File: config.mk
export PLATFORM = sky130hd
export DESIGN_NAME = tgap_ctrl
export DESIGN_NICKNAME = d
export VERILOG_FILES = /design/src/hdl/tgap_pkg.sv /design/src/hdl/tgap_ctrl.sv
export SDC_FILE = /design/constraint.sdc
export NUM_CORES = 1
export LEC_CHECK = 0
export BUFFER_PORTS_ARGS = -buffer_cell sky130_fd_sc_hd__buf_2
export CAP_MARGIN = 15
export CORE_AREA = 2 2 39 41
export DETAILED_ROUTE_END_ITERATION = 7
export DIE_AREA = 0 0 41 43
export PLACE_DENSITY = 0.59
export SLEW_MARGIN = 20
export SYNTH_ARGS = -nofsm -noshare
export SYNTH_HDL_FRONTEND = slang
export SYNTH_SLANG_ARGS = --single-unit
File: constraint.sdc
create_clock -name clk_i -period 1.8 [get_ports clk_i]
set_clock_uncertainty 0.05 [all_clocks]
set_input_delay 0.27 -clock clk_i [delete_from_list [all_inputs] [get_ports clk_i]]
set_output_delay 0.27 -clock clk_i [all_outputs]
set_load 0.05 [all_outputs]
File: src/hdl/tgap_pkg.sv
// shared types, constants and helper functions of the torus grid path unit
package tgap_pkg;

  localparam int MAX_WIDTH_DEF  = 32;
  localparam int MAX_HEIGHT_DEF = 32;

  localparam int CFG_W = 6;
  localparam int DIM_W = 7;

  localparam logic [CFG_W-1:0] DIM_RESET = 6'd32;
  localparam logic [DIM_W-1:0] DIM_MIN   = 7'd3;

  localparam logic [0:0] REG_WIDTH  = 1'b0;
  localparam logic [0:0] REG_HEIGHT = 1'b1;

  localparam logic [1:0] CMD_WALL   = 2'd0;
  localparam logic [1:0] CMD_SEARCH = 2'd1;
  localparam logic [1:0] CMD_READ   = 2'd2;

  localparam logic [1:0] MARK_FREE   = 2'd0;
  localparam logic [1:0] MARK_OPEN   = 2'd1;
  localparam logic [1:0] MARK_CLOSED = 2'd2;

  localparam logic [2:0] MOVE_NONE = 3'd4;
  localparam logic [9:0] LEN_MAX   = 10'd1023;

  typedef enum logic [3:0] {
    S_WIPE,
    S_IDLE,
    S_CLEAR,
    S_INIT,
    S_SCAN,
    S_SCAN_END,
    S_PICK,
    S_NB_RD,
    S_NB_WR,
    S_TR_RD,
    S_TR_WR
  } state_e;

  typedef enum logic [3:0] {
    OP_NOP,
    OP_WIPE,
    OP_WALL,
    OP_READ,
    OP_SFAIL,
    OP_STRIV,
    OP_LATCH,
    OP_CLEAR,
    OP_INIT,
    OP_SCAN,
    OP_PICK,
    OP_FAIL,
    OP_NB_RD,
    OP_NB_WR,
    OP_TR_RD,
    OP_TR_WR
  } op_e;

  typedef struct packed {
    logic search_ok;
    logic search_same;
    logic clear_last;
    logic scan_last;
    logic any;
    logic at_goal;
    logic dir_last;
    logic trace_last;
  } status_t;

  function automatic logic [DIM_W-1:0] clamp_dim(input logic [CFG_W-1:0] v,
                                                 input logic [DIM_W-1:0] hi);
    logic [DIM_W-1:0] ve;
    ve = DIM_W'(v);
    if (ve < DIM_MIN) return DIM_MIN;
    if (ve > hi) return hi;
    return ve;
  endfunction

  function automatic logic [DIM_W-1:0] wrap_dist(input logic [DIM_W-1:0] a,
                                                 input logic [DIM_W-1:0] b,
                                                 input logic [DIM_W-1:0] n);
    logic [DIM_W-1:0] d;
    d = (a > b) ? a - b : b - a;
    if (d > (n >> 1)) d = n - d;
    return d;
  endfunction

  // move code of a neighbour direction: +x right, -x left, +y down, -y up
  function automatic logic [1:0] move_of_dir(input logic [1:0] d);
    return 2'd3 - d;
  endfunction

endpackage

File: src/hdl/tgap_ctrl.sv
// controller state machine of the torus grid path unit
module tgap_ctrl (
  input  logic              clk_i,
  input  logic              rst_ni,
  input  logic              start,
  input  logic [1:0]        command_i,
  input  tgap_pkg::status_t status_i,
  output tgap_pkg::op_e     op_o,
  output logic              busy
);

  tgap_pkg::state_e state_q, state_d;

  always_ff @(posedge clk_i or negedge rst_ni) begin
    if (!rst_ni) begin
      state_q <= tgap_pkg::S_WIPE;
    end else begin
      state_q <= state_d;
    end
  end

  always_comb begin
    state_d = state_q;
    unique case (state_q)
      tgap_pkg::S_WIPE:     if (status_i.clear_last) state_d = tgap_pkg::S_IDLE;
      tgap_pkg::S_IDLE: begin
        if (start && command_i == tgap_pkg::CMD_SEARCH && status_i.search_ok
            && !status_i.search_same) state_d = tgap_pkg::S_CLEAR;
      end
      tgap_pkg::S_CLEAR:    if (status_i.clear_last) state_d = tgap_pkg::S_INIT;
      tgap_pkg::S_INIT:     state_d = tgap_pkg::S_SCAN;
      tgap_pkg::S_SCAN:     if (status_i.scan_last) state_d = tgap_pkg::S_SCAN_END;
      tgap_pkg::S_SCAN_END: state_d = tgap_pkg::S_PICK;
      tgap_pkg::S_PICK: begin
        if (!status_i.any) state_d = tgap_pkg::S_IDLE;
        else if (status_i.at_goal) state_d = tgap_pkg::S_TR_RD;
        else state_d = tgap_pkg::S_NB_RD;
      end
      tgap_pkg::S_NB_RD:    state_d = tgap_pkg::S_NB_WR;
      tgap_pkg::S_NB_WR:    state_d = status_i.dir_last ? tgap_pkg::S_SCAN : tgap_pkg::S_NB_RD;
      tgap_pkg::S_TR_RD:    state_d = tgap_pkg::S_TR_WR;
      tgap_pkg::S_TR_WR:    state_d = status_i.trace_last ? tgap_pkg::S_IDLE : tgap_pkg::S_TR_RD;
      default:              state_d = tgap_pkg::S_IDLE;
    endcase
  end

  always_comb begin
    op_o = tgap_pkg::OP_NOP;
    busy = (state_q != tgap_pkg::S_IDLE);
    unique case (state_q)
      tgap_pkg::S_WIPE:  op_o = tgap_pkg::OP_WIPE;
      tgap_pkg::S_IDLE: begin
        if (start) begin
          unique case (command_i)
            tgap_pkg::CMD_WALL: op_o = tgap_pkg::OP_WALL;
            tgap_pkg::CMD_READ: op_o = tgap_pkg::OP_READ;
            tgap_pkg::CMD_SEARCH: begin
              if (!status_i.search_ok) op_o = tgap_pkg::OP_SFAIL;
              else if (status_i.search_same) op_o = tgap_pkg::OP_STRIV;
              else op_o = tgap_pkg::OP_LATCH;
            end
            default: op_o = tgap_pkg::OP_NOP;
          endcase
        end
      end
      tgap_pkg::S_CLEAR:    op_o = tgap_pkg::OP_CLEAR;
      tgap_pkg::S_INIT:     op_o = tgap_pkg::OP_INIT;
      tgap_pkg::S_SCAN:     op_o = tgap_pkg::OP_SCAN;
      tgap_pkg::S_SCAN_END: op_o = tgap_pkg::OP_NOP;
      tgap_pkg::S_PICK:     op_o = status_i.any ? tgap_pkg::OP_PICK : tgap_pkg::OP_FAIL;
      tgap_pkg::S_NB_RD:    op_o = tgap_pkg::OP_NB_RD;
      tgap_pkg::S_NB_WR:    op_o = tgap_pkg::OP_NB_WR;
      tgap_pkg::S_TR_RD:    op_o = tgap_pkg::OP_TR_RD;
      tgap_pkg::S_TR_WR:    op_o = tgap_pkg::OP_TR_WR;
      default:              op_o = tgap_pkg::OP_NOP;
    endcase
  end

`ifndef SYNTHESIS
  a_search_busy: assert property (@(posedge clk_i) disable iff (!rst_ni)
    op_o == tgap_pkg::OP_LATCH |=> busy && state_q == tgap_pkg::S_CLEAR)
    else $error("search did not start clearing");
  a_fail_idle: assert property (@(posedge clk_i) disable iff (!rst_ni)
    op_o == tgap_pkg::OP_FAIL |=> !busy)
    else $error("no return to idle after failed search");
  a_clear_hold: assert property (@(posedge clk_i) disable iff (!rst_ni)
    state_q == tgap_pkg::S_CLEAR && !status_i.clear_last |=> state_q == tgap_pkg::S_CLEAR)
    else $error("clear pass cut short");
`endif

endmodule

After elaboration in Yosys (flattened, before gate mapping)
Cells that the tools add are included.
Widths: inputs -> output; s select.
{ "classes": {"n_addsub": 0, "n_bitwise": 0, "eq_ne": 17, "muxes": 15, "n_mul": 0, "n_reduce_logical": 7, "div_mod_pow": 0, "order_cmp": 0, "shift": 0} }
{ "op_table": {"columns": ["operator", "count"], "rows": [
  ["$pmux 4 s11", 1],
  ["$pmux 4 s10", 1],
  ["$mux 4", 7],
  ["$eq 4x3->1 const B", 4],
  ["$eq 4x4->1 const B", 3],
  ["$pmux 3 s3", 1],
  ["$eq 4x2->1 const B", 2],
  ["$ne 2x2->1 const B", 4],
  ["$mux 2", 3],
  ["$eq 4x1->1 const B", 1],
  ["$logic_not 4->1", 1],
  ["$ne 4x1->1 const B", 1],
  ["$reduce_and 4->1", 1],
  ["$logic_and 1x1->1", 3],
  ["$mux 3", 1],
  ["$eq 2x1->1 const B", 1],
  ["$eq 2x2->1 const B", 1],
  ["$logic_not 2->1", 1],
  ["$logic_not 1->1", 1],
  ["$mux 1", 1]
]} }
{ "word_totals": {"ram_bits": 0, "mem_count": 0, "romBits": 0, "word_cells": 40, "input_bits": 13, "reg_bits": 4, "latchBits": 0, "output_inout_bits": 5} }

Longest topological paths before layout
{ "depth": {"depth_word": 6, "mapped_depth": 4, "depth_no_buf": 3} }

Least setup slack after synthesis
Ideal clock, no wire load.
{ "synth_path": {"kind": "reg-to-output", "start": "register state_q[1]", "end": "output op_o[3]", "t_arrival_ns": 2.010, "path_buffers": 1, "path_stages_with_launch": 4, "slack_ns": -0.530, "t_required_ns": 1.480, "path_cell_list": "dfrtp_1 > buf_2 > nand2b_1 > a311oi_1"} }
{ "synth_between": {"elab_chain_len": 2, "elab_cells_between_ends": 11, "cone_classes": "eq/ne (9); mux (1); reduce/logical (1)"} }
{ "synth_lines": {"columns": ["element", "line_no", "rtl"], "rows": [
  ["start: declaration", "tgap_ctrl.sv:12", "tgap_pkg::state_e state_q, state_d;"],
  ["start signal: assignment", "tgap_ctrl.sv:16", "state_q <= tgap_pkg::S_WIPE;"],
  ["start signal: assignment", "tgap_ctrl.sv:18", "state_q <= state_d;"],
  ["$eq 4x4->1, or another cell as far along", "tgap_ctrl.sv:50", "unique case (state_q)"],
  ["$pmux 4 s10 (*)", "tgap_ctrl.sv:50", null],
  ["end: declaration", "tgap_ctrl.sv:8", "output tgap_pkg::op_e op_o,"]
]} }
Every way passes the cells marked *; elsewhere a longest branch is shown, timed or not.

Worst setup path in the final report
{ "layout_path": {"start": "register state_q[2]", "end": "output op_o[0]"} }
Same word-level chain as after synthesis.

==> qor.txt <==
Share of final-layout standard cells stronger than drive strength 1: 0.4605
Number of flip-flops and latches in the synthesized netlist: 4
Clock-pin transition on the worst setup and hold timing paths: 0.03 ns
Fmax: 538.3 MHz
Placed wire-length estimate after detailed placement: 814.6 um
Most common cell after layout, fill and taps aside: sky130_fd_sc_hd__buf_2
Total number of yosys warnings: 0
Antenna violations before repair: 0
Top-level port count: 18
CTS tree: yes
Starting density of the core: 0.3165
Top flip-flop cell by instance count after synthesis: sky130_fd_sc_hd__dfrtp_1
Highest-count cells in the layout ignoring fill and taps: sky130_fd_sc_hd__buf_2 (12), sky130_fd_sc_hd__nand2b_1 (6), sky130_fd_sc_hd__buf_6 (5), sky130_fd_sc_hd__buf_4 (5)
Antenna Violating Nets Remaining: 0
Max-slew headroom: 0.6947
Via count of the first global-routing pass: 422
Final setup violation count: 1
Multi-input gate area: 322.8 sq um
Number of synthesized flops with an enable pin: 0
Leak: 0.2995 nW
Maximum net fanout on the critical path: 2
Via count: 478
Placer congestion estimate: 0.6784
Max-Cap Viols: 0
Placeable core region: 1384 sq um
Crit path setup slack, layout: -0.05784 ns
Die area: 1763 sq um
Post-synthesis share of cell area spent on and, or, nand and nor gates: 0.3286
Iteration count of the initial detailed-routing pass: 2
Critical path capture point type: output port
Leading registers by flop count: state_q: 4 flops
Mapped cell area: 437.9 sq um
Port-buffer cells: 17
Root Buffer: sky130_fd_sc_hd__clkbuf_4
Maximum number of buffers from clock root to sink: 2
Required time of the critical path: 1.48 ns
Sequential cell area: 100.1 sq um
Worst Hold Slack: 0.3133 ns
Share of cell area taken by muxes after synthesis: 0.02571
Area growth from synthesis to layout: 49.71%
Run status: complete, but fails checks
Most flops, register: state_q
Die outline width: 41 um
FILL cells: 137
Largest voltage drop on the vdd net: 0.0007292 V
Average cell area after synthesis: 8.263 sq um
Worst Tran Pin Value: 0.4518 ns
Post-Synthesis Cells: 53
Failing checks: negative setup slack
Number of CTS-inserted buffers: 3
WL final: 1.134 mm
PD cells: 2188 nW/um^2
Hold violation count in the final report: 0
Rows: 14
Number of unique standard cell types used by synthesis: 29
Post-Synth Adder-Cell Area: 0
Setup Total Neg Slack: -0.05784 ns
Via density per instance: 5.196
Antenna diodes: 0
Xor and xnor fraction of the mapped netlist area: 0
Combinational family with the most area after synthesis: compound AO/OA/AOI/OAI gates
Overall fraction of global-route tracks in use: 0.1479
Largest net degree at the start of global routing: 18
Share of async-settable or async-resettable flops after synthesis: 1.000
Vertical extent of the die: 43 um
First-pass GRT wire length: 1.787 mm
Syn Nets: 66
Worst hold path class: input pin to asynchronous set/reset pin
CP arrival: 1.54 ns
H-tree Lvls: 1
Nets: 91
Critical setup path kind: register to output port
Post-detailed-route wirelength per cell: 12.33 um
Element type at the critical path start: register
Remaining design rule violation count: 0
DRC violation total after the first TritonRoute iteration: 7
Unrepaired setup endpoints after global routing: yes
CTS Sinks: 4
Flip-flop count of the largest register, all copies and words added: 4
Share of the synthesized area in compound gates (AO/OA/AOI/OAI): 0.3314
Pins over their slew limit: 0
Congestion Overflow GR: 0
Final period utilization: 1.032
Portion of the post-synthesis area used by sequential elements: 0.2286
Worst skew pair latency: 0.23 ns
Crit path time final: 1.858 ns
-- final cells by class --
class | instances | area share
clock buffer | 3 | 0.03435
multi-input combinational | 42 | 0.4924
inverter | 3 | 0.01718
tap | 16 | 0.03053
timing repair buffer | 24 | 0.2729
sequential | 4 | 0.1527
-- critical path, stage by stage (launching register included) --
cell and delay, ns:
sky130_fd_sc_hd__dfrtp_1 0.36, sky130_fd_sc_hd__or4b_4 0.55, sky130_fd_sc_hd__a21oi_2 0.11, sky130_fd_sc_hd__a21o_2 0.14, sky130_fd_sc_hd__buf_8 0.14
-- metrics by stage --
stage | instances | utilization | instance area, sq um | total power, mW | worst slack (ns)
after floorplan | 53 | - | 449.2 | 0.9310 | -0.002162
after global placement | 87 | 0.4087 | 565.5 | 1.142 | 0.07098
final | 92 | 0.4738 | 655.6 | 1.435 | -0.05784
after global routing | 92 | 0.4738 | 655.6 | 1.534 | -0.1074
after CTS | 92 | 0.4593 | 635.6 | 1.375 | -0.06715
after detailed placement | 87 | 0.4087 | 565.5 | 1.144 | 0.05499
-- power by group --
part           internal (mW)  switching (mW)
logic                  0.499           0.672
registers              0.135          0.0214
clock network         0.0743          0.0325
-- per-layer routing --
layer | routed length [um] | global-route usage
met5 | 0 | 0
met4 | 0 | 0.08000
met3 | 26 | 0.03141
met2 | 548 | 0.1938
met1 | 559 | 0.2168
-- cell families after synthesis --
logic type	after synthesis
AOI/OAI and AO/OA	21
buffers and inverters	7
DFF	4
muxes	1
and+or+nand+nor	20
-- worst paths after layout --
| path | start | endpoint | slack (ns) | cells past startpoint |
|---|---|---|---|---|
| setup / recovery | state_q[2] | op_o[0] | -0.06 | 4 |
| hold / removal | rst_ni | state_q[0] | 0.31 | 2 |
| setup reg to reg | state_q[2] | state_q[0] | 0.38 | 4 |
| hold reg to reg | state_q[0] | state_q[2] | 0.57 | 2 |
| max in group asynchronous | rst_ni | state_q[2] | 1.27 | 2 |
| min in group clk_i | command_i[0] | state_q[1] | 0.35 | 3 |
-- Yosys cell counts, types with 2 or more instances --
cell type | number | area share
sky130_fd_sc_hd__buf_2 | 3 | 0.034
sky130_fd_sc_hd__nor4bb_1 | 2 | 0.046
sky130_fd_sc_hd__o21ai_0 | 4 | 0.046
sky130_fd_sc_hd__dfrtp_1 | 4 | 0.23
sky130_fd_sc_hd__a211o_1 | 2 | 0.040
sky130_fd_sc_hd__inv_1 | 3 | 0.026
sky130_fd_sc_hd__nand2b_1 | 6 | 0.086
sky130_fd_sc_hd__a21o_1 | 3 | 0.051
sky130_fd_sc_hd__a21oi_1 | 5 | 0.057
sky130_fd_sc_hd__nor2_1 | 2 | 0.017
-- what timing repair did --
action / in CTS / in global routing
setup endpoints to repair: 4 / 5
pin swaps: 2 / 3
hold buffers: 1 / 0
endpoints found under the hold margin: 4 / 0
gates resized for setup: 10 / 6
setup buffers: 1 / 0
No activity file was read; power rests on OpenSTA's default activity.
